### src/tcw_pkg.sv
// ----------------------------------------------------------------------------
// tcw_pkg: text console writer shared definitions
// Screen geometry, command codes passed from front to back, colour names.
// ----------------------------------------------------------------------------
package tcw_pkg;

   // geometry
   localparam int COLUMNS  = 80;
   localparam int ROWS     = 25;
   localparam int NAME_MAX = 14;
   localparam int CELLS    = ROWS * COLUMNS;

   localparam int COL_W = $clog2(COLUMNS);
   localparam int ROW_W = $clog2(ROWS);
   localparam int AW    = $clog2(CELLS);
   localparam int SW    = $clog2(CELLS + 1);
   localparam int NL_W  = $clog2(NAME_MAX + 1);
   localparam int NI_W  = $clog2(NAME_MAX);
   localparam int QDEPTH = 2;
   localparam int QP_W   = $clog2(QDEPTH);
   localparam int QC_W   = $clog2(QDEPTH + 1);

   // port field widths
   localparam int CHAR_W   = 8;
   localparam int CADDR_W  = 11;
   localparam int PCOL_W   = 7;
   localparam int PROW_W   = 5;
   localparam int DATA_W   = 16;
   localparam int CLR_W    = 4;

   // characters and cell values
   localparam logic [7:0]  CH_DOLLAR = 8'h24;
   localparam logic [7:0]  CH_BANG   = 8'h21;
   localparam logic [7:0]  CH_NL     = 8'h0A;
   localparam logic [3:0]  GREY      = 4'd7;
   localparam logic [15:0] FILL_CELL = 16'h0720;

   // request modes
   typedef enum logic [1:0] {
      MODE_WRITE  = 2'd0,
      MODE_READ   = 2'd1,
      MODE_CLEAR  = 2'd2,
      MODE_CURSOR = 2'd3
   } mode_type;

   // classified commands from front to back
   typedef enum logic [2:0] {
      CMD_NOP,
      CMD_CHAR,
      CMD_NL,
      CMD_READ,
      CMD_CLEAR,
      CMD_SETCUR
   } cmd_kind_type;

   typedef struct packed {
      cmd_kind_type             kind;
      logic [CHAR_W-1:0]        char_byte;
      logic [CLR_W-1:0]         color;
      logic [CADDR_W-1:0]       addr;
      logic [COL_W-1:0]         col;
      logic [ROW_W-1:0]         row;
   } cmd_type;

   // colour names, right-justified string literals
   localparam logic [16*8-1:0] NAMES [16] = '{
      "BLACK", "BLUE", "GREEN", "CYAN", "RED", "MAGENTA", "BROWN",
      {"LIGHT_", "GREY"}, {"DARK_", "GREY"}, {"LIGHT_", "BLUE"},
      {"LIGHT_", "GREEN"}, {"LIGHT_", "CYAN"}, {"LIGHT_", "RED"},
      {"LIGHT_", "MAGENTA"}, {"LIGHT_", "BROWN"}, "WHITE"
   };
   localparam int NAME_LEN [16] = '{5, 4, 5, 4, 3, 7, 5, 10, 9, 10, 11, 10,
                                    9, 13, 11, 5};

   // character j of colour name k (j below its length)
   function automatic logic [7:0] name_char(input int k, input int j);
      int pos;
      pos = (NAME_LEN[k] - 1 - j) * 8;
      return NAMES[k][pos +: 8];
   endfunction

endpackage

### src/tcw_queue.sv
// ----------------------------------------------------------------------------
// tcw_queue: command queue
// Short FIFO of classified commands between front and back.
// ----------------------------------------------------------------------------
module tcw_queue import tcw_pkg::*; (
   input  logic    clock,
   input  logic    reset,
   input  logic    push,
   input  cmd_type push_cmd,
   input  logic    pop,
   output cmd_type head,
   output logic    full,
   output logic    empty
);

   cmd_type          q_ff [QDEPTH];
   logic [QP_W-1:0]  wp_ff, rp_ff;
   logic [QC_W-1:0]  cnt_ff;

   assign full  = (32'(cnt_ff) == QDEPTH);
   assign empty = (cnt_ff == '0);
   assign head  = q_ff[rp_ff];

   // pointers and count
   always_ff @(posedge clock) begin
      if (reset) begin
         wp_ff  <= '0;
         rp_ff  <= '0;
         cnt_ff <= '0;
      end else begin
         if (push) begin
            wp_ff <= (32'(wp_ff) == QDEPTH - 1) ? '0 : wp_ff + 1'b1;
         end
         if (pop) begin
            rp_ff <= (32'(rp_ff) == QDEPTH - 1) ? '0 : rp_ff + 1'b1;
         end
         if (push && !pop) begin
            cnt_ff <= cnt_ff + 1'b1;
         end else if (pop && !push) begin
            cnt_ff <= cnt_ff - 1'b1;
         end
      end
   end

   // storage
   always_ff @(posedge clock) begin
      if (push) begin
         q_ff[wp_ff] <= push_cmd;
      end
   end

endmodule

### config.mk
export PLATFORM = sky130hd
export DESIGN_NAME = tcw_queue
export DESIGN_NICKNAME = d
export VERILOG_FILES = /design/src/tcw_pkg.sv /design/src/tcw_queue.sv
export SDC_FILE = /design/constraint.sdc
export NUM_CORES = 1
export LEC_CHECK = 0
export BUFFER_PORTS_ARGS = -buffer_cell sky130_fd_sc_hd__buf_2
export CAP_MARGIN = 20
export CORE_ASPECT_RATIO = 0.6
export CORE_UTILIZATION = 53
export CTS_BUF_LIST = sky130_fd_sc_hd__clkbuf_4
export CTS_CLUSTER_DIAMETER = 200
export DETAILED_ROUTE_END_ITERATION = 7
export GPL_TIMING_DRIVEN = 0
export PLACE_DENSITY = 0.84
export SYNTH_ARGS = -nofsm -noshare
export SYNTH_HDL_FRONTEND = slang
export SYNTH_SLANG_ARGS = --single-unit
### constraint.sdc
create_clock -name clock -period 2.73 [get_ports clock]
set_input_delay 0.273 -clock clock [delete_from_list [all_inputs] [get_ports clock]]
set_output_delay 0.273 -clock clock [all_outputs]
set_load 0.01 [all_outputs]
# Yosys cells after proc, flatten, opt, wreduce, memory -nomap -nowiden
# Memories as Yosys holds them, arrays and structs flattened. A register that Yosys moved wholly into a read port is not among the register bits.
# Cells that the tools add are included.
totals:
  regBits: 4
  mem_bits_rw: 76
  output_inout_bits: 40
  elab_cells: 23
  memories: 1
op_classes:
  addsub: 4
  n_eq_ne: 1
  n_mux: 8
  n_reduce_logical: 6
mem_list:
  columns: ["memory", "words", "width", "read_ports", "rd_clocked_by_memory_dff", "wr", "line", "text"]
  rows:
  - ["q_ff", 2, 38, 1, 1, 1, "tcw_queue.sv:16", "cmd_type q_ff [QDEPTH];"]
op_table:
  columns: ["op", "n"]
  rows:
  - ["$mux W1", 6]
  - ["$mux W2", 2]
  - ["$add A1 B1 Y1 const B", 2]
  - ["$add A2 B1 Y2 const B", 1]
  - ["$eq A2 B2 Y1 const B", 1]
  - ["$logic_and A1 B1 Y1", 2]
  - ["$logic_not A1 Y1", 2]
  - ["$logic_not A2 Y1", 1]
  - ["$reduce_bool A2 Y1", 1]
  - ["$sub A2 B1 Y2 const B", 1]

# Depth between registers and ports, before layout
logic_depth:
  ltp_word: 4
  ltp_mapped: 5
  mapped_depth_nobuf: 5

# Worst setup path after synthesis
# Ideal clock, no wire load.
synth_timing:
  kind: "register to register"
  startpoint: "register wp_ff"
  endpoint: "memory q_ff[0][0] (netlist name) (enable)"
  setup_ns: 0.438
  arrival_time_ns: 2.031
  t_required_ns: 2.292
  setup_slack_ns: 0.261
  stages_incl_launch_ff: 2
  n_path_buf: 0
  period_less_slack_ns: 2.469
  cell_sequence: "dfxtp_1 -> nor2b_1"
synth_rtl:
  columns: ["item", "line", "text"]
  rows:
  - ["start, declared", "tcw_queue.sv:17", "logic [QP_W-1:0] wp_ff, rp_ff;"]
  - ["start signal, assigned", "tcw_queue.sv:32", "wp_ff <= (32'(wp_ff) == QDEPTH - 1) ? '0 : wp_ff + 1'b1;"]
  - ["end, declared", "tcw_queue.sv:16", null]
# No word-level cell before the write port.

==> results.cfg <==
[worst_hold_path]
holdPathEnd = q_ff[1][21]
min_path_type = input port to flop
min_from = push_cmd[21]
hold_depth = 1

[synth]
seq_area_frac_synth_pct = 80.7
synth_cells = 140
synth.avg_cell_area_um2 = 21.1
synth.distinct_cells = 17
synth_fp_nets = 183
syn_area_um2 = 2950
ys_warn_count = 0
synth.ff_latch_count = 81

[sta]
max_freq_mhz = 529
min_period_over_period_pct = 69.2
rsz0062_at_grt = no
fin_crit_ns = 1.89
setup_viol = 0
skew_ns = 0.00449
hold_slack_ns = 0.0430
max_slew_margin_pct = 39.4
maxSlewViolCount = 0
finalHoldViolCount = 0
tightest_slew_ns = 0.910
fin_ws_ns = 0.840

[setup_path]
crit_path_end_kind = primary output
cp-start-kind = flop
worstPathCellList = buf_4, buf_6, mux2_2, buf_2
worstSetupPathType = flop to primary output
reg2regPathDepth = 1
r2r_end = q_ff[1][34]
cp.depth = 4
worstPathArrival_ns = 1.62
path_delay_family = buffers and inverters
worst_ep_required_time_ns = 2.46
critical-path-slowest-cell = dfxtp_1
crit_fanout = 10
worst_path_largest_cell_delay_ns = 0.35
r2r_start = wp_ff
rrSetupSlack_ns = 1.14
cp_num_buf_inv = 3

[clock_network]
cts_tree = done
clk_pin_slew_ns = 0.12
hold_buffers = 0
cts.htree.levels = 3
cts-resized-gates = 0
numCtsBuffers = 9
postCtsSetupRepairBufs = 0
clock-sinks = 81
clkLatencyLatePin_ns = 0.40
cts_max_path_buffers = 2
clockRootBuffer = clkbuf_4

[drt]
routed.top_layer = met4
avgViaCountPerCell = 5.04
drt-total-wl_mm = 4.62
dr_total_vias = 1527
routedWlPerCell_um = 15.3
wl_met1_mm = 1.93
drc = 5
first_pass_iters = 8
drtIter0Drc = 96
wl_met3_um = 501
routed-wl-met2_mm = 2.16
ant_nets = 0

[global_route]
antenna_found_initial = 0
grt_pass1_wl_mm = 7.15
grtUsageTotal_pct = 17.2
grt_pass1_vias = 1534
overflow = 0
grt_start_max_net_pins = 39

[floorplanning]
dieArea_um2 = 5880
die_x_um = 98.4
die_height_um = 59.8
core_um2 = 5200
io_pins = 82
rows = 20
initial_core_util_pct = 56.7

[finish]
layout_commonest_cell = buf_2
finalInstanceArea_um2 = 3630
diodes = 0
final_cell_mix = buf_2 (82), edfxtp_1 (76), mux2_2 (38), clkbuf_4 (9)
fillCellCount = 360
syn2layout_area_growth_pct = 22.9
final_nets = 276
drive_above_1_share_pct = 59.5
final_core_util_pct = 69.7

[place]
routabilityCongestion = 0.702
preCtsSetupSlack_ns = 1.13
io_buffers = 81
place_area_um2 = 3480
dp_hpwl_mm = 3.08

[pwr]
max-vdd-ir-drop_uv = 450
p_total_mw = 2.52
power.density_nw_per_um2 = 694
p_leak_nw = 1.38

[run_status]
status = finished with violations
violations = DRC

[flow_run]
maxCapViolations = 0
[Yosys cell counts]
cell | number | area share [%]
edfxtp_1 | 76 | 77
nor2_1 | 5 | 0.64
dfxtp_1 | 5 | 3.4
and2b_2 | 1 | 0.30
mux2_2 | 38 | 14
ha_1 | 1 | 0.42
buf_6 | 2 | 0.76
inv_1 | 1 | 0.13
and2_1 | 1 | 0.21
buf_2 | 1 | 0.17
xnor2_1 | 2 | 0.59
or3_1 | 1 | 0.21
xor2_1 | 2 | 0.59
nor2b_1 | 1 | 0.21
a21oi_1 | 1 | 0.17
o21ai_0 | 1 | 0.17
buf_4 | 1 | 0.25
[registers in the layout, summed over array words and instances, names as in the netlist, named ones only]
name    cells
cnt_ff      2
rp_ff       1
q_ff       76
wp_ff       1
[layer usage]
metal  vias up  GRT usage [%]
met4         0           6.40
met3         6           10.2
met1       727           20.0
met2        67           26.8
li1        727              -
met5         -              0
[per-stage QoR]
step	std cells	TNS, ns
after global placement	287	-26.53
after CTS	303	0
after detailed placement	288	0
after floorplan	140	0
final	303	0
after global routing	303	0
[power by group]
part	leakage, nW	internal [mW]	total (mW)	switching (mW)
Clock	0.0754	0.362	0.740	0.378
Sequential	0.755	1.44	1.47	0.0218
Combinational	0.554	0.155	0.312	0.157
Total	1.38	1.96	2.52	0.557
[area by class of cell]
cell class	count	area (um^2)	area share, %
inverter	1	3.75	0.103
tap	66	82.6	2.28
multi-input combinational	54	541	14.9
buffer	4	35.0	0.966
clock inverter	6	83.8	2.31
clock buffer	9	67.6	1.86
timing repair buffer	82	433	11.9
sequential	81	2380	65.7
[cells by family after synthesis]
logic type / after synthesis / share of synthesized area (%)
flip-flops: 81 / 80.7
multiplexers: 38 / 14.5
AND/OR/NAND/NOR: 9 / 1.57
buffers and inverters: 5 / 1.31
XOR/XNOR: 4 / 1.19
AO/OA/AOI/OAI: 2 / 0.339
adder cells (fa/ha/maj): 1 / 0.424
[how the worst max path moves through the flow]
stage / start / end / slack (ns)
2_1_floorplan: wp_ff / q_ff[0][0] / 0.26
3_3_place_gp: push / q_ff[0][26] / -0.70
3_5_place_dp: wp_ff / q_ff[1][26] / 1.13
4_1_cts: flop / head[12] / 0.81
5_1_grt: flop / head[10] / 0.74
6_report: flop / head[1] / 0.84
No activity file was read; power rests on OpenSTA's default activity.
