<file path="config.mk">
export PLATFORM = sky130hd
export DESIGN_NAME = tcw_front
export DESIGN_NICKNAME = d
export VERILOG_FILES = /design/src/tcw_pkg.sv /design/src/tcw_front.sv
export SDC_FILE = /design/constraint.sdc
export NUM_CORES = 1
export LEC_CHECK = 0
export BUFFER_PORTS_ARGS = -buffer_cell sky130_fd_sc_hd__buf_2
export CAP_MARGIN = 20
export CELL_PAD_IN_SITES_DETAIL_PLACEMENT = 1
export CELL_PAD_IN_SITES_GLOBAL_PLACEMENT = 1
export CORE_ASPECT_RATIO = 0.5
export CORE_MARGIN = 2
export CORE_UTILIZATION = 50
export DETAILED_ROUTE_END_ITERATION = 8
export PLACE_DENSITY = 0.91
export SETUP_SLACK_MARGIN = 0.05
export SYNTH_ARGS = -nofsm -noshare
export SYNTH_HDL_FRONTEND = slang
export SYNTH_SLANG_ARGS = --single-unit
export TNS_END_PERCENT = 30
</file>
<file path="constraint.sdc">
create_clock -name clock -period 7.69 [get_ports clock]
set_input_delay 0 -clock clock [delete_from_list [all_inputs] [get_ports clock]]
set_output_delay 0 -clock clock [all_outputs]
set_load 0.05 [all_outputs]
</file>
<file path="src/tcw_pkg.sv">
// ----------------------------------------------------------------------------
// tcw_pkg: text console writer shared definitions
// Screen geometry, command codes passed from front to back, colour names.
// ----------------------------------------------------------------------------
package tcw_pkg;

   // geometry
   localparam int COLUMNS  = 80;
   localparam int ROWS     = 25;
   localparam int NAME_MAX = 14;
   localparam int CELLS    = ROWS * COLUMNS;

   localparam int COL_W = $clog2(COLUMNS);
   localparam int ROW_W = $clog2(ROWS);
   localparam int AW    = $clog2(CELLS);
   localparam int SW    = $clog2(CELLS + 1);
   localparam int NL_W  = $clog2(NAME_MAX + 1);
   localparam int NI_W  = $clog2(NAME_MAX);
   localparam int QDEPTH = 2;
   localparam int QP_W   = $clog2(QDEPTH);
   localparam int QC_W   = $clog2(QDEPTH + 1);

   // port field widths
   localparam int CHAR_W   = 8;
   localparam int CADDR_W  = 11;
   localparam int PCOL_W   = 7;
   localparam int PROW_W   = 5;
   localparam int DATA_W   = 16;
   localparam int CLR_W    = 4;

   // characters and cell values
   localparam logic [7:0]  CH_DOLLAR = 8'h24;
   localparam logic [7:0]  CH_BANG   = 8'h21;
   localparam logic [7:0]  CH_NL     = 8'h0A;
   localparam logic [3:0]  GREY      = 4'd7;
   localparam logic [15:0] FILL_CELL = 16'h0720;

   // request modes
   typedef enum logic [1:0] {
      MODE_WRITE  = 2'd0,
      MODE_READ   = 2'd1,
      MODE_CLEAR  = 2'd2,
      MODE_CURSOR = 2'd3
   } mode_type;

   // classified commands from front to back
   typedef enum logic [2:0] {
      CMD_NOP,
      CMD_CHAR,
      CMD_NL,
      CMD_READ,
      CMD_CLEAR,
      CMD_SETCUR
   } cmd_kind_type;

   typedef struct packed {
      cmd_kind_type             kind;
      logic [CHAR_W-1:0]        char_byte;
      logic [CLR_W-1:0]         color;
      logic [CADDR_W-1:0]       addr;
      logic [COL_W-1:0]         col;
      logic [ROW_W-1:0]         row;
   } cmd_type;

   // colour names, right-justified string literals
   localparam logic [16*8-1:0] NAMES [16] = '{
      "BLACK", "BLUE", "GREEN", "CYAN", "RED", "MAGENTA", "BROWN",
      {"LIGHT_", "GREY"}, {"DARK_", "GREY"}, {"LIGHT_", "BLUE"},
      {"LIGHT_", "GREEN"}, {"LIGHT_", "CYAN"}, {"LIGHT_", "RED"},
      {"LIGHT_", "MAGENTA"}, {"LIGHT_", "BROWN"}, "WHITE"
   };
   localparam int NAME_LEN [16] = '{5, 4, 5, 4, 3, 7, 5, 10, 9, 10, 11, 10,
                                    9, 13, 11, 5};

   // character j of colour name k (j below its length)
   function automatic logic [7:0] name_char(input int k, input int j);
      int pos;
      pos = (NAME_LEN[k] - 1 - j) * 8;
      return NAMES[k][pos +: 8];
   endfunction

endpackage

</file>
<file path="src/tcw_front.sv">
// ----------------------------------------------------------------------------
// tcw_front: request classifier
// Runs the colour escape parser and turns each request into one command.
// ----------------------------------------------------------------------------
module tcw_front import tcw_pkg::*; (
   input  logic                 clock,
   input  logic                 reset,
   input  logic                 req_fire,
   input  logic [1:0]           mode,
   input  logic [CHAR_W-1:0]    char_byte,
   input  logic                 string_start,
   input  logic [CADDR_W-1:0]   cell_address,
   input  logic [PCOL_W-1:0]    new_col,
   input  logic [PROW_W-1:0]    new_row,
   output cmd_type              cmd
);

   logic [CLR_W-1:0]  color_ff, color_in;
   logic              esc_ff, esc_in;
   logic              lit_ff, lit_in;
   logic [NL_W-1:0]   len_ff, len_in;
   logic              ovf_ff, ovf_in;
   logic [7:0]        name_ff [NAME_MAX];
   logic              store;
   logic              hit;
   logic [CLR_W-1:0]  hit_code;
   logic              same;

   // colour name lookup
   always_comb begin
      hit      = 1'b0;
      hit_code = '0;
      same     = 1'b0;
      for (int k = 15; k >= 0; k--) begin
         same = (32'(len_ff) == NAME_LEN[k]);
         for (int j = 0; j < NAME_MAX; j++) begin
            if (j < NAME_LEN[k]) begin
               if (name_ff[j] != name_char(k, j)) begin
                  same = 1'b0;
               end
            end
         end
         if (same) begin
            hit      = 1'b1;
            hit_code = CLR_W'(k);
         end
      end
   end

   // classify
   always_comb begin
      color_in  = color_ff;
      esc_in    = esc_ff;
      lit_in    = lit_ff;
      len_in    = len_ff;
      ovf_in    = ovf_ff;
      store     = 1'b0;
      cmd       = '0;
      cmd.kind  = CMD_NOP;
      cmd.addr  = cell_address;
      cmd.char_byte = char_byte;

      unique case (mode_type'(mode))
         MODE_WRITE: begin
            if (string_start) begin
               color_in = GREY;
               esc_in   = 1'b0;
               lit_in   = 1'b0;
            end
            if (char_byte == '0) begin
               cmd.kind = CMD_NOP;
            end else if (lit_in) begin
               lit_in   = 1'b0;
               cmd.kind = (char_byte == CH_NL) ? CMD_NL : CMD_CHAR;
            end else if (esc_in) begin
               if (char_byte == CH_BANG) begin
                  esc_in = 1'b0;
                  lit_in = 1'b1;
                  if (!ovf_ff && hit) begin
                     color_in = hit_code;
                  end
               end else if (32'(len_ff) < NAME_MAX) begin
                  store  = 1'b1;
                  len_in = len_ff + 1'b1;
               end else begin
                  ovf_in = 1'b1;
               end
            end else if (char_byte == CH_DOLLAR) begin
               esc_in = 1'b1;
               len_in = '0;
               ovf_in = 1'b0;
            end else begin
               cmd.kind = (char_byte == CH_NL) ? CMD_NL : CMD_CHAR;
            end
         end
         MODE_READ:  cmd.kind = CMD_READ;
         MODE_CLEAR: cmd.kind = CMD_CLEAR;
         MODE_CURSOR: begin
            cmd.kind = CMD_SETCUR;
            cmd.col  = (32'(new_col) > COLUMNS - 1) ? COL_W'(COLUMNS - 1)
                                                    : COL_W'(new_col);
            cmd.row  = (32'(new_row) > ROWS - 1) ? ROW_W'(ROWS - 1)
                                                 : ROW_W'(new_row);
         end
         default: cmd.kind = CMD_NOP;
      endcase
      cmd.color = color_in;
   end

   // parser state
   always_ff @(posedge clock) begin
      if (reset) begin
         color_ff <= GREY;
         esc_ff   <= 1'b0;
         lit_ff   <= 1'b0;
         len_ff   <= '0;
         ovf_ff   <= 1'b0;
      end else if (req_fire) begin
         color_ff <= color_in;
         esc_ff   <= esc_in;
         lit_ff   <= lit_in;
         len_ff   <= len_in;
         ovf_ff   <= ovf_in;
      end
   end

   // name buffer, no reset
   always_ff @(posedge clock) begin
      if (req_fire && store) begin
         name_ff[len_ff[NI_W-1:0]] <= char_byte;
      end
   end

endmodule

</file>
### Word-level counts from Yosys, hierarchy flattened

Memory sizes are Yosys's and may differ from the RTL's.
Index checks and enable logic that the tools add are counted.
Widths: inputs -> output; s select.

* multiplexer cells: 179
* add/sub/neg operators: 1
* reductions and logical operators: 9
* order comparisons: 3
* bitwise operators: 2
* eq/ne operators: 80

Operators by type and width (number)
* $ne 8x7->1 const B: 63
* $mux 1: 143
* $mux 4: 27
* $eq 4x4->1 const B: 4
* $eq 8x6->1 const B: 2
* $reduce_and 7->1: 2
* $eq 4x3->1 const B: 3
* $mux 12: 1
* $pmux 3 s4: 1
* $mux 2: 5
* $eq 8x4->1 const B: 1
* $logic_not 8->1: 1
* $gt 7x7->1 const B: 1
* $mux 7: 1
* $gt 5x5->1 const B: 1
* $mux 5: 1
* $add 4x1->4 const B: 1
* $eq 2x2->1 const B: 2
* $eq 4x2->1 const B: 1
* $lt 4x4->1 const B: 1
* $ne 2x2->1 const B: 2
* $eq 2x1->1 const B: 1
* $logic_and 1x1->1: 2
* $logic_not 2->1: 1
* other kinds (5): 6

* output and inout bits: 38
* memories kept: 1
* RAM bits: 112
* input port bits: 37
* register bits: 11

Memories
* name_ff: words 14, width 8, rd ports 13, clocked after Yosys merged registers in 0, write ports 1, RTL line tcw_front.sv:23 `logic [7:0] name_ff [NAME_MAX];`

### Depth between registers and ports, before layout

An unclocked memory read counts as a cell.

* depth after elaboration: 36
* depth in mapped cells: 10

### Worst setup path after synthesis

Ideal clock, no wire load.

* path type: register to output
* from: memory name_ff[9][5]
* to: output cmd[26] (netlist bit)
* buffers on the path: 0
* data arrival time: 2.980 ns
* slack: 4.710 ns
* stages on the path, launching flop included: 8
* cell sequence: edfxtp_1 -> nor4b_4 -> nand4_1 -> or4_4 -> o2bb2a_4 -> o221ai_2 -> nor3b_1 -> o21ai_0

RTL lines
* from (decl): RTL line tcw_front.sv:23
* to (decl): RTL line tcw_front.sv:15 `output cmd_type cmd`

==> flow_summary_export.csv <==
group,metric,value,unit
setup_path,cp-end-kind,"primary output",
clock_tree,cts_resized,0,
synth,synth-main-ff-cell,"edfxtp_1",
setup_path,path_cells,"nor4b_1 > nand4b_1 > nor4_1 > nor2_1 > nand3_1 > nor3_2 > o21ai_1 > o21a_1 > buf_2",
cells_and_area,antenna_cells,0,
clock_tree,path_clk_slew,0.06,ns
floorplan,start_util,0.523,
timing,clock_skew,0.0111,ns
synth,async_flop_share,0,
cells_and_area,final_nets,524,
global_routing,grt-ovfl-total,0,
timing,setup_violations,0,
routing,wl_per_cell,30.4,um
timing,post-route-period-util,0.534,
synth,synth_seq_area_share,0.616,
synth,synth_enable_flop_cells,104,
clock_tree,hold_buffers,3,
routing,via_count,4619,
synth,synth_area_leaders,"edfxtp_1, dfxtp_1, nor4b_1",
synth,yosysWarnings,0,
clock_tree,post_cts_buffers,0,
placed_design,port_buffers,52,
timing,period_minus_slack,4.10,ns
setup_path,required,7.69,ns
cells_and_area,multi_input_area,0.00190,mm2
global_routing,grt_max_degree,18,
min_path,hold_path_class,"input port to primary output",
floorplan,die_w,151,um
floorplan,rows,26,
flow_run,cap_violations,0,
timing,hold_viol_final,0,
routing,vias_per_cell,7.26,
placed_design,hpwl,12300,um
placed_design,place_congestion,0.990,
synth,syn_area,0.00542,mm2
floorplan,pin_count,75,
global_routing,grt_pass1_wl,28500,um
floorplan,coreArea,0.0104,mm2
clock_tree,tritoncts,"done",
global_routing,grt.total_usage,0.339,
power_and_ir_drop,powerDensity,241,mW/mm2
timing,rsz0062_at_grt,"false",
setup_path,critPathSlowestCell,"nor4b_1",
synth,synth_common_cells,"edfxtp_1, nor2_1, nand2_1, buf_4, nand3_1",
synth,synthCells,430,
setup_path,startpoint_type,"flip-flop",
synth,syn_nets,471,
routing,wirelength,19400,um
synth,yosysUniqueCellTypes,59,
power_and_ir_drop,ir_worst_vdd,0.174,mV
timing,tightest_slew,1.24,ns
clock_tree,cts.sinks,115,
setup_path,worst-endpoint-arrival,4.10,ns
timing,maxSlewViolCount,0,
cells_and_area,regArea,0.00334,mm2
status,status,"finished clean",
global_routing,grt_pass1_vias,4637,
synth,syn_avg_cell_area,12.6,um2
synth,synth.most_common_cell,"edfxtp_1",
clock_tree,cts_buffers,17,
cells_and_area,fillerInstances,1014,
timing,slew_headroom,0.160,
synth,ys_seq_elements,115,
floorplan,die_h,77.6,um
power_and_ir_drop,power.leakage,0.00206,uW
setup_path,r2r_slack,3.98,ns
routing,drc_errors,0,
routing,ant_nets,0,
setup_path,critPathKind,"flip-flop to primary output",
synth,yosys.area.top_type_share,0.576,
clock_tree,htree_num_levels,4,
setup_path,worstPathMaxFanout,9,
cells_and_area,areaGrowthSynthToFinish,16.6,%
cells_and_area,postLayoutCoreUtil,0.609,
routing,drt-initial-drc-count,729,
routing,drt_first_pass_iters,6,
synth,yosys.area.top_type,"edfxtp_1",
clock_tree,worstSkewPairLatency,0.42,ns
setup_path,max_stage_delay,1.07,ns
cells_and_area,drive_gt1_frac,0.198,
floorplan,dieArea,0.0117,mm2
timing,clock.fmax,0.244,GHz
clock_tree,cts_max_path_buffers,2,
clock_tree,cts_root_buf,"clkbuf_16",
timing,tns,0,ns
global_routing,antenna_found_initial,0,
==> layout by cell type (no fill, tap or decap), types with 12 or more instances in the layout <==
cell / n
edfxtp_1: 104
clkbuf_16: 17
nand3_1: 19
buf_2: 53
nor3_1: 12
nor4b_1: 18
nand4_1: 13
nand2_1: 31
nor4_1: 13
nor2_1: 39
==> layer usage <==
metal	GRT usage	part of all wire	up-vias	wire length [um]
li1	-	-	1814	-
met1	0.464	0.38	2251	7290
met2	0.504	0.45	448	8660
met3	0.0900	0.13	106	2540
met4	0.167	0.045	0	875
met5	0	0	-	0
==> logic make-up after synthesis <==
kind of cell	count (synthesis)	share of synthesized area
AND/OR/NAND/NOR	241	0.285
buffers and inverters	30	0.0339
multiplexers	1	0.00185
adder cells (fa/ha/maj)	4	0.00923
AO/OA/AOI/OAI	39	0.0537
flip-flops	115	0.616
==> per-stage QoR <==
stage	instance area [um2]	setup WS (ns)	std cells	power, uW	hold WS, ns
final	6320	3.59	636	1520	0.0000168
after global routing	6320	3.58	636	1550	0.000136
after CTS	6300	3.85	633	1520	0.000589
after detailed placement	5700	4.20	598	754	0.000589
after global placement	5700	4.48	598	752	0.000589
after floorplan	5420	4.71	430	743	0.0989
==> area by class of cell <==
cell class,count,area share
sequential,115,0.529
timing repair buffer,58,0.0487
inverter,6,0.00356
tap,140,0.0277
clock buffer,17,0.0673
multi-input combinational,285,0.301
clock inverter,15,0.0233
==> power breakdown <==
group	internal, uW	switching (uW)	total (uW)
combinational	13.5	49.6	63.0
sequential	681	0.517	681
clock	453	327	780
==> worst max-delay path: cells and delay by family (launching register included) <==
family | cells | cell delay (ns)
compound gates | 2 | 0.48
buf+inv | 1 | 0.27
flops | 1 | 0.39
simple gates | 6 | 2.54
==> final timing paths <==
check / depth (start not counted) / endpoint / startpoint
worst max register to register: 8 / color_ff[1] / name_ff[3][7]
worst min-delay path: 0 / cmd[14] / cell_address[2]
worst max-delay path: 9 / cmd[24] / name_ff[3][7]
worst min register to register: 2 / color_ff[3] / color_ff[3]
==> registers in the layout (all words and copies together), names as in the netlist <==
name	flops
len_ff	4
esc_ff	1
lit_ff	1
ovf_ff	1
name_ff	104
color_ff	4
Note: power is estimated with default switching activity, not from simulation.
