`src/tcw_pkg.sv`:
```
// ----------------------------------------------------------------------------
// tcw_pkg: text console writer shared definitions
// Screen geometry, command codes passed from front to back, colour names.
// ----------------------------------------------------------------------------
package tcw_pkg;

   // geometry
   localparam int COLUMNS  = 80;
   localparam int ROWS     = 25;
   localparam int NAME_MAX = 14;
   localparam int CELLS    = ROWS * COLUMNS;

   localparam int COL_W = $clog2(COLUMNS);
   localparam int ROW_W = $clog2(ROWS);
   localparam int AW    = $clog2(CELLS);
   localparam int SW    = $clog2(CELLS + 1);
   localparam int NL_W  = $clog2(NAME_MAX + 1);
   localparam int NI_W  = $clog2(NAME_MAX);
   localparam int QDEPTH = 2;
   localparam int QP_W   = $clog2(QDEPTH);
   localparam int QC_W   = $clog2(QDEPTH + 1);

   // port field widths
   localparam int CHAR_W   = 8;
   localparam int CADDR_W  = 11;
   localparam int PCOL_W   = 7;
   localparam int PROW_W   = 5;
   localparam int DATA_W   = 16;
   localparam int CLR_W    = 4;

   // characters and cell values
   localparam logic [7:0]  CH_DOLLAR = 8'h24;
   localparam logic [7:0]  CH_BANG   = 8'h21;
   localparam logic [7:0]  CH_NL     = 8'h0A;
   localparam logic [3:0]  GREY      = 4'd7;
   localparam logic [15:0] FILL_CELL = 16'h0720;

   // request modes
   typedef enum logic [1:0] {
      MODE_WRITE  = 2'd0,
      MODE_READ   = 2'd1,
      MODE_CLEAR  = 2'd2,
      MODE_CURSOR = 2'd3
   } mode_type;

   // classified commands from front to back
   typedef enum logic [2:0] {
      CMD_NOP,
      CMD_CHAR,
      CMD_NL,
      CMD_READ,
      CMD_CLEAR,
      CMD_SETCUR
   } cmd_kind_type;

   typedef struct packed {
      cmd_kind_type             kind;
      logic [CHAR_W-1:0]        char_byte;
      logic [CLR_W-1:0]         color;
      logic [CADDR_W-1:0]       addr;
      logic [COL_W-1:0]         col;
      logic [ROW_W-1:0]         row;
   } cmd_type;

   // colour names, right-justified string literals
   localparam logic [16*8-1:0] NAMES [16] = '{
      "BLACK", "BLUE", "GREEN", "CYAN", "RED", "MAGENTA", "BROWN",
      {"LIGHT_", "GREY"}, {"DARK_", "GREY"}, {"LIGHT_", "BLUE"},
      {"LIGHT_", "GREEN"}, {"LIGHT_", "CYAN"}, {"LIGHT_", "RED"},
      {"LIGHT_", "MAGENTA"}, {"LIGHT_", "BROWN"}, "WHITE"
   };
   localparam int NAME_LEN [16] = '{5, 4, 5, 4, 3, 7, 5, 10, 9, 10, 11, 10,
                                    9, 13, 11, 5};

   // character j of colour name k (j below its length)
   function automatic logic [7:0] name_char(input int k, input int j);
      int pos;
      pos = (NAME_LEN[k] - 1 - j) * 8;
      return NAMES[k][pos +: 8];
   endfunction

endpackage

```
`src/tcw_back.sv`:
```
// ----------------------------------------------------------------------------
// tcw_back: command executor
// Owns the cursor and the screen RAM ports; writes, reads, clears, scrolls.
// ----------------------------------------------------------------------------
module tcw_back import tcw_pkg::*; (
   input  logic                clock,
   input  logic                reset,
   input  cmd_type             head,
   input  logic                q_empty,
   output logic                pop,
   output logic                ram_we,
   output logic [AW-1:0]       ram_waddr,
   output logic [DATA_W-1:0]   ram_wdata,
   output logic [AW-1:0]       ram_raddr,
   input  logic [DATA_W-1:0]   ram_rdata,
   output logic                rsp_tvalid,
   input  logic                rsp_tready,
   output logic [DATA_W-1:0]   rsp_read_data,
   output logic [PCOL_W-1:0]   rsp_cursor_col,
   output logic [PROW_W-1:0]   rsp_cursor_row,
   output logic                rsp_scrolled,
   output logic [CLR_W-1:0]    rsp_color
);

   typedef enum logic [2:0] {
      ST_INIT, ST_IDLE, ST_READ, ST_STEP, ST_SCROLL, ST_CLEAR
   } state_type;

   state_type          state_ff, state_in;
   logic [ROW_W-1:0]   row_ff, row_in;
   logic [COL_W-1:0]   col_ff, col_in;
   logic [SW-1:0]      sweep_ff, sweep_in;
   logic [1:0]         adv_ff, adv_in;
   logic               scr_ff, scr_in;
   logic [CLR_W-1:0]   hold_ff, hold_in;
   logic               vld_ff, vld_in;
   logic [DATA_W-1:0]  rd_ff, rd_in;
   logic [PCOL_W-1:0]  ocol_ff, ocol_in;
   logic [PROW_W-1:0]  orow_ff, orow_in;
   logic               oscr_ff, oscr_in;
   logic [CLR_W-1:0]   oclr_ff, oclr_in;

   logic               out_free;
   logic               load;
   logic [DATA_W-1:0]  load_rd;
   logic               wrap;
   logic [SW-1:0]      wr_idx;
   logic [SW-1:0]      rd_idx;
   logic [AW-1:0]      cur_addr;

   assign out_free = !vld_ff || rsp_tready;
   assign wrap     = (32'(col_ff) == COLUMNS - 1);
   assign wr_idx   = sweep_ff - 1'b1;
   assign rd_idx   = sweep_ff + SW'(COLUMNS);
   assign cur_addr = AW'(row_ff) * AW'(COLUMNS) + AW'(col_ff);

   // next state
   always_comb begin
      state_in  = state_ff;
      row_in    = row_ff;
      col_in    = col_ff;
      sweep_in  = sweep_ff;
      adv_in    = adv_ff;
      scr_in    = scr_ff;
      hold_in   = hold_ff;
      vld_in    = vld_ff && !rsp_tready;
      rd_in     = rd_ff;
      ocol_in   = ocol_ff;
      orow_in   = orow_ff;
      oscr_in   = oscr_ff;
      oclr_in   = oclr_ff;
      pop       = 1'b0;
      ram_we    = 1'b0;
      ram_waddr = '0;
      ram_wdata = '0;
      ram_raddr = '0;
      load      = 1'b0;
      load_rd   = '0;

      unique case (state_ff)
         // reset fill of the whole screen
         ST_INIT: begin
            ram_we    = 1'b1;
            ram_waddr = sweep_ff[AW-1:0];
            ram_wdata = FILL_CELL;
            if (32'(sweep_ff) == CELLS - 1) begin
               sweep_in = '0;
               state_in = ST_IDLE;
            end else begin
               sweep_in = sweep_ff + 1'b1;
            end
         end
         ST_IDLE: begin
            if (!q_empty && out_free) begin
               pop     = 1'b1;
               hold_in = head.color;
               scr_in  = 1'b0;
               case (head.kind)
                  CMD_SETCUR: begin
                     row_in = head.row;
                     col_in = head.col;
                     load   = 1'b1;
                  end
                  CMD_READ: begin
                     if (32'(head.addr) < CELLS) begin
                        ram_raddr = head.addr[AW-1:0];
                        state_in  = ST_READ;
                     end else begin
                        load = 1'b1;
                     end
                  end
                  CMD_CLEAR: begin
                     sweep_in = '0;
                     state_in = ST_CLEAR;
                  end
                  CMD_CHAR, CMD_NL: begin
                     if (head.kind == CMD_CHAR) begin
                        ram_we    = 1'b1;
                        ram_waddr = cur_addr;
                        ram_wdata = {4'b0, head.color, head.char_byte};
                     end
                     col_in = (wrap || head.kind == CMD_NL) ? '0 : col_ff + 1'b1;
                     adv_in = {1'b0, wrap} + {1'b0, head.kind == CMD_NL};
                     if (!wrap && head.kind != CMD_NL) begin
                        load = 1'b1;
                     end else begin
                        state_in = ST_STEP;
                     end
                  end
                  default: load = 1'b1;
               endcase
            end
         end
         ST_READ: begin
            load     = 1'b1;
            load_rd  = ram_rdata;
            state_in = ST_IDLE;
         end
         ST_CLEAR: begin
            ram_we    = 1'b1;
            ram_waddr = sweep_ff[AW-1:0];
            ram_wdata = '0;
            if (32'(sweep_ff) == CELLS - 1) begin
               sweep_in = '0;
               load     = 1'b1;
               state_in = ST_IDLE;
            end else begin
               sweep_in = sweep_ff + 1'b1;
            end
         end
         // one row advance per visit, scrolling at the bottom
         ST_STEP: begin
            if (adv_ff == '0) begin
               load     = 1'b1;
               state_in = ST_IDLE;
            end else if (32'(row_ff) == ROWS - 1) begin
               sweep_in = '0;
               state_in = ST_SCROLL;
            end else begin
               row_in = row_ff + 1'b1;
               adv_in = adv_ff - 1'b1;
            end
         end
         // copy each cell from one row below, read the cycle before it is written; last row zeroed
         ST_SCROLL: begin
            if (32'(sweep_ff) < CELLS - COLUMNS) begin
               ram_raddr = rd_idx[AW-1:0];
            end
            if (sweep_ff != '0) begin
               ram_we    = 1'b1;
               ram_waddr = wr_idx[AW-1:0];
               ram_wdata = (32'(wr_idx) < CELLS - COLUMNS) ? ram_rdata : '0;
            end
            if (32'(sweep_ff) == CELLS) begin
               sweep_in = '0;
               adv_in   = adv_ff - 1'b1;
               scr_in   = 1'b1;
               state_in = ST_STEP;
            end else begin
               sweep_in = sweep_ff + 1'b1;
            end
         end
         default: state_in = ST_IDLE;
      endcase

      // result register load
      if (load) begin
         vld_in  = 1'b1;
         rd_in   = load_rd;
         ocol_in = PCOL_W'(col_in);
         orow_in = PROW_W'(row_in);
         oscr_in = scr_in;
         oclr_in = hold_in;
      end
   end

   // state and registered outputs
   always_ff @(posedge clock) begin
      if (reset) begin
         state_ff <= ST_INIT;
         row_ff   <= '0;
         col_ff   <= '0;
         sweep_ff <= '0;
         adv_ff   <= '0;
         scr_ff   <= 1'b0;
         vld_ff   <= 1'b0;
      end else begin
         state_ff <= state_in;
         row_ff   <= row_in;
         col_ff   <= col_in;
         sweep_ff <= sweep_in;
         adv_ff   <= adv_in;
         scr_ff   <= scr_in;
         vld_ff   <= vld_in;
      end
      hold_ff <= hold_in;
      rd_ff   <= rd_in;
      ocol_ff <= ocol_in;
      orow_ff <= orow_in;
      oscr_ff <= oscr_in;
      oclr_ff <= oclr_in;
   end

   assign rsp_tvalid     = vld_ff;
   assign rsp_read_data  = rd_ff;
   assign rsp_cursor_col = ocol_ff;
   assign rsp_cursor_row = orow_ff;
   assign rsp_scrolled   = oscr_ff;
   assign rsp_color      = oclr_ff;

endmodule
```
`config.mk`:
```
export PLATFORM = sky130hd
export DESIGN_NAME = tcw_back
export DESIGN_NICKNAME = d
export VERILOG_FILES = /design/src/tcw_pkg.sv /design/src/tcw_back.sv
export SDC_FILE = /design/constraint.sdc
export NUM_CORES = 1
export LEC_CHECK = 0
export ABC_AREA = 1
export BUFFER_PORTS_ARGS = -buffer_cell sky130_fd_sc_hd__buf_2
export CORE_MARGIN = 4
export CORE_UTILIZATION = 45
export DETAILED_ROUTE_END_ITERATION = 6
export GPL_ROUTABILITY_DRIVEN = 0
export GPL_TIMING_DRIVEN = 0
export PLACE_DENSITY = 0.73
export SLEW_MARGIN = 15
export SYNTH_ARGS = -nofsm -noshare
export SYNTH_HDL_FRONTEND = slang
export SYNTH_SLANG_ARGS = --single-unit
```
`constraint.sdc`:
```
create_clock -name clock -period 4.6 [get_ports clock]
set_clock_uncertainty 0.1 [all_clocks]
set_input_delay 0.46 -clock clock [delete_from_list [all_inputs] [get_ports clock]]
set_output_delay 0.46 -clock clock [all_outputs]
set_load 0.01 [all_outputs]
```
## Word-level counts from Yosys, hierarchy flattened

Cells that the tools add are included.

| operators by class | value |
|---|---|
| eq/ne operators | 27 |
| add/sub/neg operators | 8 |
| reductions and logical operators | 19 |
| multiplexer cells | 67 |
| magnitude comparators | 3 |
| $mul | 1 |

Operators by type and width:

| operator | count |
|---|---|
| $mux 11 | 14 |
| $pmux 16 s3 | 1 |
| $pmux 11 s4 | 1 |
| $mux 12 | 3 |
| $lt 11x11->1 const B | 3 |
| $pmux 11 s3 | 1 |
| $mux 16 | 2 |
| $eq 11x11->1 const B | 2 |
| $pmux 11 s2 | 1 |
| $mux 3 | 7 |
| $mux 7 | 3 |
| $mux 5 | 4 |
| $mux 1 | 14 |
| $pmux 7 s2 | 1 |
| $eq 3x2->1 const B | 4 |
| $eq 3x3->1 const B | 4 |
| $ne 2x2->1 const B | 6 |
| $pmux 3 s4 | 1 |
| $add 11x1->11 const B | 1 |
| $add 11x7->11 | 1 |
| $add 11x7->11 const B | 1 |
| $reduce_bool 11->1 | 1 |
| $sub 11x1->11 const B | 1 |
| $mux 2 | 5 |
| other kinds (30) | 43 |

| storage, ports and cells | value |
|---|---|
| input bits | 58 |
| word-level logic and storage cells | 138 |
| output and inout port bits | 74 |
| register bits | 67 |

## Logic depth before layout (Yosys ltp)

Gate-level depths: netlist (run 1).

| depth | value |
|---|---|
| word-level depth | 8 |
| gate-level depth with buffers | 12 |
| depth with buffers taken out | 12 |

## Worst setup path after synthesis (run 1)

OpenSTA, ideal clock, no wires.

| timing | value |
|---|---|
| path kind | reg-to-reg |
| start point | register col_ff[0] |
| end point | register oclr_ff[0], in the netlist rsp_color[0], enable pin |
| cell stages (with the launch flop) | 10 |
| library setup time | 0.485 ns |
| setup slack | 2.022 ns |
| arrival | 1.994 ns |
| period minus slack after synthesis | 2.578 ns |
| cells stage by stage | dfxtp_1 > ha_1 > nand3_1 > nor4_1 > inv_1 > ha_1 > nand2_1 > nand3_1 > nand2_1 > nand2_1 |

| on the way | value |
|---|---|
| word-level cells in the longest chain between the ends | 7 |

Ends and longest elaborated chain:

| item | line | RTL |
|---|---|---|
| from (decl) | tcw_back.sv:31 | `logic [COL_W-1:0] col_ff, col_in;` |
| from (signal assigned) | tcw_back.sv:210 | `col_ff <= col_in;` |
| $eq 7x7->1 | tcw_back.sv:52 | `assign wrap = (32'(col_ff) == COLUMNS - 1);` |
| $logic_not 1->1 | tcw_back.sv:124 | `if (!wrap && head.kind != CMD_NL) begin` |
| $logic_and 1x1->1 | tcw_back.sv:124 |  |
| $mux 1 | tcw_back.sv:124 |  |
| $pmux 1 s3 | tcw_back.sv:98 | `case (head.kind)` |
| $mux 1 | tcw_back.sv:94 | `if (!q_empty && out_free) begin` |
| $pmux 1 s4 | tcw_back.sv:80 | `unique case (state_ff)` |
| via load | tcw_back.sv:44 | `logic load;` |
| to (signal assigned) | tcw_back.sv:221 | `oclr_ff <= oclr_in;` |
| to (decl) | tcw_back.sv:41 | `logic [CLR_W-1:0] oclr_ff, oclr_in;` |

The timed path passes the listed nets, and every way through them passes these cells.
A chain may end at the register's enable or synchronous reset.

## Worst setup path after layout (run 1)

| timing | value |
|---|---|
| start point | register row_ff[1] |
| end point | output port ram_waddr[10] |

| on the way | value |
|---|---|
| word-level cells in the longest chain between the ends | 6 |

Ends and longest elaborated chain:

| item | line | RTL |
|---|---|---|
| from (decl) | tcw_back.sv:30 | `logic [ROW_W-1:0] row_ff, row_in;` |
| from (signal assigned) | tcw_back.sv:209 | `row_ff <= row_in;` |
| $mul 5x3->7 | tcw_back.sv:55 | `assign cur_addr = AW'(row_ff) * AW'(COLUMNS) + AW'(col_ff);` |
| $add 11x7->11 | tcw_back.sv:55 |  |
| $mux 11 | tcw_back.sv:117 | `if (head.kind == CMD_CHAR) begin` |
| $mux 11 | tcw_back.sv:98 |  |
| $mux 11 | tcw_back.sv:94 |  |
| $pmux 11 s3 | tcw_back.sv:80 |  |
| to (decl) | tcw_back.sv:12 | `output logic [AW-1:0] ram_waddr,` |

Every way passes these cells.

==> metrics.txt, run 1 <==
mux contribution to synthesized area 0; Total Nets Final 896; dominant combinational cell family by area after synthesis simple AND/OR/NAND/NOR gates; grt ovf 0; sort of element at the start of the critical path flip-flop; initial core utilization 0.4692; total wire length after detailed routing 13.56 mm; ys async rst share 0; iteration-0 DRC count of the detailed router 302; Syn Nets 755; floorplan row count 36; combined buffer and inverter count along the critical path 2; Post-DP HPWL 10.74 mm; number of hold violations in the final report 0; post-CTS setup buffers 0; XOR/XNOR share of the synthesized area 0.03375; share of final-layout standard cells stronger than drive strength 1 0.2293; final critical-path required period 3151 ps; f_max 317.3 MHz; via count of the first global-routing pass 4575; via count 4995; areal power density over the cells 285.2 nW/um2; multi-input logic area 2515 um2; worst skew pair latency 360 ps; post-route standard cell area excluding fillers 5697 um2; antenna violations before repair 0; global-route wire length before repair 21.20 mm; global router's overall resource usage 0.2252; htree depth 3; die extent in x 109.9 um; wire length on met2 6.491 mm; max-cap viol count 0; Worst path max stage delay 510 ps; fraction of the mapped netlist area in simple logic gates 0.3354; Resize count post-CTS 0; drt via density 5.241; Power Total 1.625 mW; leakage power of the design 2.988 nW; clock tree from TritonCTS done; Max clock buf depth 2; class of the worst hold path in -> reg; port bufs 130; master cell of the clock root buffer clkbuf_8; worst hold margin 267.4 ps; worst setup path class reg -> out; top-level I/O count 132; number of warnings issued by yosys 0; area taken by flip-flops and latches 1672 um2; count of flip-flops with a built-in enable after synthesis 33; pin count of the biggest net entering global routing 34; number of buffers inserted by hold repair at cts 0; routed length on met3 1.329 mm; clock sink count 67; endpoints failing setup 0; mean cell area of the mapped netlist 6.930 um2; share of the core filled with cells 0.5723; area of the mapped netlist 4671 um2; post-place instance area 5490 um2; CP Data Required Time 4040 ps; Detailed Routing Iterations Pass 1 5; DRC violation count after routing 0; Final Max Slew Viols 0; final total negative setup slack 0 ps; Yosys cell types 38; Synth Area in Compound Gates 0.1039; endpoint class of the critical path output pin; die span in y 109.9 um; cells along the critical path ha_1, ha_1, fa_1, inv_1, nor2_1, nand2_1, a21oi_1, o21ai_0, nand2_1, buf_2; area of the core region 9955 um2; TritonCTS Buffers 9; sequential cell area fraction in the yosys report 0.3579; drt wl/cell 14.23 um; number of antenna-violating nets in the routed design 0; transition time at the pin with the least slew margin 770.4 ps; top_reg_cell synth dfxtp_1; highest routed metal layer met4; Critical Path Fanout Max 7; area growth from synthesis to layout 21.97%; worst vdd rail ir drop 0.1445 mV; post-route met1 wirelength 5.431 mm; worst endpoint data arrival time 2590 ps; most common library cell in the layout ignoring fill and taps nand2_1; Adder-Cell Fraction of Synth Area 0.06483; clock input transition at the sequential cells of the worst setup and hold paths 80 ps; count of antenna diodes in the layout 0; top library cells by usage in the layout, fill and taps aside nand2_1 (191), buf_2 (137), inv_1 (98), nor2_1 (79), nand3_1 (50); run status finished, final reports clean; Slew headroom 0.4846; synthesized instance count 674; Max stage delay cell, worst path dfxtp_1; Fill cells 938; setup repair after global routing missed its margin false; synthesized flop and latch total 67; Worst R2R Setup Slack 1820 ps; portion of the clock cycle consumed by the worst path in the final layout 0.6851; Top Family by Delay on Critical Path adder cells; DIE AREA 12070 um2
-- power by group --
part	switching (mW)	total (mW)	internal, mW
Sequential	0.0223	0.698	0.676
Combinational	0.263	0.402	0.139
Clock	0.265	0.524	0.260
Total	0.551	1.62	1.07
-- worst paths after layout --
check,start,to,cells past startpoint
max,row_ff[1],ram_waddr[10],10
min,head[26],hold_ff[3],3
min reg2reg,hold_ff[0],hold_ff[0],2
max reg2reg,col_ff[0],rsp_read_data[13],9
-- flip-flops by register name, summed over array words and instances (netlist names) --
signal / cells
adv_ff: 2
col_ff: 7
hold_ff: 4
row_ff: 5
rsp_color: 4
rsp_cursor_col: 7
rsp_cursor_row: 5
rsp_read_data: 16
rsp_scrolled: 1
rsp_tvalid: 1
scr_ff: 1
state_ff: 3
sweep_ff: 11
-- kinds of logic after synthesis --
group,count (synthesis)
AND/OR/NAND/NOR,363
buffers and inverters,122
flip-flops,67
AO/OA/AOI/OAI,81
adder cells (fa/ha/maj),23
XOR/XNOR,18
-- cell usage after synthesis (3+ instances only) --
| master | number | area share |
|---|---|---|
| nor2_4 | 3 | 0.0072 |
| nand3_1 | 50 | 0.054 |
| buf_4 | 3 | 0.0048 |
| nand2_2 | 5 | 0.0067 |
| o221ai_1 | 8 | 0.015 |
| xnor2_1 | 4 | 0.0075 |
| nand3_2 | 3 | 0.0064 |
| buf_2 | 7 | 0.0075 |
| ha_1 | 21 | 0.056 |
| o21ai_1 | 3 | 0.0032 |
| nand2_1 | 192 | 0.15 |
| o21ai_0 | 23 | 0.025 |
| nand4_1 | 11 | 0.015 |
| a21oi_1 | 27 | 0.029 |
| o22ai_1 | 9 | 0.012 |
| xor2_1 | 14 | 0.026 |
| inv_2 | 6 | 0.0048 |
| nor3_1 | 8 | 0.0086 |
| nor2_2 | 6 | 0.0080 |
| nor2_1 | 79 | 0.063 |
| edfxtp_1 | 33 | 0.21 |
| o211ai_1 | 7 | 0.011 |
| dfxtp_1 | 34 | 0.15 |
| clkbuf_1 | 4 | 0.0032 |
| inv_1 | 98 | 0.079 |
-- worst register-to-register path, delay by kind of cell (launching register included) --
family	cells	cell delay (ps)
simple gates	6	1320
buf+inv	1	90
flops	1	410
fa+ha+maj	2	410
-- stage by stage --
stage          cells  setup slack [ps]
2_1_floorplan    674              2022
3_3_place_gp     937              1473
3_5_place_dp     937              1816
4_1_cts          953              1416
5_1_grt          953              1274
6_report         953              1449
-- area by class of cell --
| class | count | share of cell area |
|---|---|---|
| multi-input cells | 485 | 0.4415 |
| flip-flops and latches | 67 | 0.2934 |
| repair buffers | 130 | 0.1142 |
| inverters | 107 | 0.07072 |
| well taps | 133 | 0.02921 |
| clock buffers | 9 | 0.02174 |
| plain buffers | 15 | 0.01472 |
| clock inverters | 7 | 0.01450 |
-- routing by layer --
metal / up-vias / track usage
met4: 0 / 0.07836
li1: 2470 / -
met5: - / 0
met3: 27 / 0.04874
met1: 2249 / 0.2657
met2: 249 / 0.4008
Power figures use the tool's default switching activity.
==> inputs of run 2 (changes only) <==
ABC_AREA = 0   (was 1)
clock period = 2.9 ns   (was 4.6 ns; I/O delays follow)
==> metrics.txt, run 2 <==
run status finished, violations left; violated checks setup timing; master cell of the clock root buffer clkbuf_8; ys async rst share 0 (unchanged); grt peak-use layer met2; port bufs 129 (-0.77%); setup repair after global routing missed its margin true; htree depth 3 (unchanged); via count 4738 (-5.1%); number of cells in the finished layout apart from fillers 804 (-16%); Max clock buf depth 2 (unchanged); share of the synthesized area in the top cell type 0.2223 (+0.01012); sort of element at the start of the critical path flip-flop; endpoints failing setup 14 (+14); floorplan row count 36 (unchanged); final critical-path required period 3023 ps; Synth top cells by count nand2_1 (50), dfxtp_1 (34), and2_1 (33), edfxtp_1 (33), nor2_1 (27); top_reg_cell synth dfxtp_1; clock share of power 0.270 (-0.053); initial core utilization 0.4582 (-0.01100); largest cells by area after synthesis edfxtp_1 (22%), dfxtp_1 (15%), ha_1 (5.9%); drt via density 5.893 (+12%); Power Total 2.657 mW (+64%); share of final-layout standard cells stronger than drive strength 1 0.3756 (+0.1463); Fill cells 792 (-16%); area growth from synthesis to layout 36.77%; pin count of the biggest net entering global routing 18 (-47%); antenna violations before repair 0 (unchanged); CP Data Required Time 2510 ps (-1530 ps); area of the core region 9729 um2 (-2.3%); Critical Path Fanout Max 8 (+1); mean cell area of the mapped netlist 9.061 um2 (+31%); number of warnings issued by yosys 0 (unchanged); count of flip-flops with a built-in enable after synthesis 33 (unchanged); drt wl/cell 18.51 um (+30%); most common library cell in the layout ignoring fill and taps buf_2; met2 global-route usage 0.4205 (+0.01974); net switching power 921.0 uW (+67%); max FFs per register 16 (unchanged); Place WS -257.2 ps (-2073 ps); areal power density over the cells 435.8 nW/um2 (+53%); class of the worst hold path in -> reg; via count of the first global-routing pass 4451 (-2.7%); fraction of power spent switching nets 0.3466 (+0.007654); leakage power of the design 2.662 nW (-11%); grt ovf 0 (unchanged); die extent in x 107.5 um (-2.1%); clock tree from TritonCTS done; Yosys cell types 74 (+95%); max-cap viol count 0 (unchanged); synthesized instance count 492 (-27%); global-route track usage on met3 0.05519 (+0.006451); clock sink count 67 (unchanged); worst skew pair latency 350 ps (about the same); power share of the sequential group 0.418 (-0.012); Syn Nets 573 (-24%); f_max 330.8 MHz; clock input transition at the sequential cells of the worst setup and hold paths 80 ps (about the same); total wire length after detailed routing 14.88 mm (+9.8%); TritonCTS Buffers 9 (unchanged); smallest setup slack after layout -122.8 ps (-1571 ps); DIE AREA 11560 um2 (-4.2%); top cell type by total area after synthesis edfxtp_1; transition time at the pin with the least slew margin 746.0 ps (-24.32 ps); iteration-0 DRC count of the detailed router 582 (+93%); worst vdd rail ir drop 0.2345 mV (+62%); combinational group share of total power 0.311 (+0.063); DRC violation count after routing 0 (unchanged); area of the mapped netlist 4458 um2 (-4.6%); Total Nets Final 747 (-17%); global-route wire length before repair 22.31 mm (+5.2%); number of antenna-violating nets in the routed design 0 (unchanged); Internal Dissipation 1.736 mW (+62%); Placed Cells 754 (-20%); worst endpoint data arrival time 2630 ps (+40 ps); worst setup path class reg -> out; sequential cell area fraction in the yosys report 0.3750 (+0.01708); final total negative setup slack -1447 ps (-1447 ps); top library cells by usage in the layout, fill and taps aside buf_2 (126), nand2_1 (44), buf_4 (33), edfxtp_1 (33), and2_1 (31); number of hold violations in the final report 0 (unchanged); Post-DP HPWL 10.41 mm (-3.1%); Global Route met1 Usage 0.2882 (+0.02249); most used standard cell by instance count after synthesis nand2_1; Detailed Routing Iterations Pass 1 5 (unchanged); synthesized flop and latch total 67 (unchanged); endpoint class of the critical path output pin; top-level I/O count 132 (unchanged); portion of the clock cycle consumed by the worst path in the final layout 1.042; Slew headroom 0.4999 (+0.01532); die span in y 107.5 um (-2.1%); count of antenna diodes in the layout 0 (unchanged); Final Max Slew Viols 0 (unchanged); global router's overall resource usage 0.2429 (+0.01770)
## run 2: path summary, 6_finish.rpt
check               from           endpoint  slack, ps  cells after the start
max          sweep_ff[1]       ram_wdata[0]       -120                      8
min             head[24]         hold_ff[1]         80                      3
max reg2reg    col_ff[1]  rsp_read_data[13]        140                     11
min reg2reg   hold_ff[1]         hold_ff[1]        350                      2
## run 2: cell type report
| cell class | count | area (um2) | area share |
|---|---|---|---|
| Buffer | 28 | 160.2 | 0.02627 |
| Clock buffer | 9 | 123.9 | 0.02032 |
| Clock inverter | 7 | 52.55 | 0.008619 |
| Inverter | 21 | 78.83 | 0.01293 |
| Multi-Input combinational cell | 375 | 2825 | 0.4634 |
| Sequential cell | 67 | 1704 | 0.2795 |
| Tap cell | 133 | 166.4 | 0.02729 |
| Timing Repair Buffer | 164 | 985.9 | 0.1617 |
## run 2: per-layer routing
layer,vias up,share of wire,routed length [um]
li1,2189,-,-
met1,2236,0.39,5744
met2,268,0.50,7368
met3,45,0.085,1261
met4,0,0.034,505
met5,-,0,0
## run 2: cell families after synthesis
| logic type | count (synthesis) | synth area share |
|---|---|---|
| simple gates | 199 | 0.2506 |
| compound gates | 135 | 0.2243 |
| flops | 67 | 0.3750 |
| buf+inv | 51 | 0.04743 |
| fa+ha+maj | 23 | 0.06792 |
| xor+xnor | 14 | 0.02751 |
| mux | 3 | 0.007297 |
## run 2: what timing repair did
item / 4_1_cts / 5_1_grt
endpoints found under the setup margin: 72 / 78
pin swaps: 26 / 24
setup buffers: 16 / 16
gates resized for setup: 48 / 47
gates cloned: 2 / 2
hold buffers: 0 / 0
## run 2: power by group through the flow
stage | clock network [mW] | logic, mW | registers [mW]
6_report | 0.719 | 0.827 | 1.11
5_1_grt | 0.770 | 0.888 | 1.12
4_1_cts | 0.721 | 0.742 | 1.11
3_5_place_dp | 0 | 0.637 | 1.13
3_3_place_gp | 0 | 0.626 | 1.13
2_1_floorplan | 0 | 0.416 | 1.13
## run 2: critical path, stage by stage, from the launching register on
cell,delay (ps)
dfxtp_4,360
or4_4,530
or4_4,470
mux2i_4,210
a21oi_4,90
buf_12,150
buf_6,120
a22o_1,210
buf_2,140
## run 2: per-stage QoR
stage	util	instance area [um2]	hold WS, ps
CTS	0.5949	5788	76.48
global placement	0.5435	5288	323.9
finish	0.6267	6097	79.61
floorplan	-	4476	304.7
global route	0.6267	6097	89.91
detailed placement	0.5435	5288	334.2
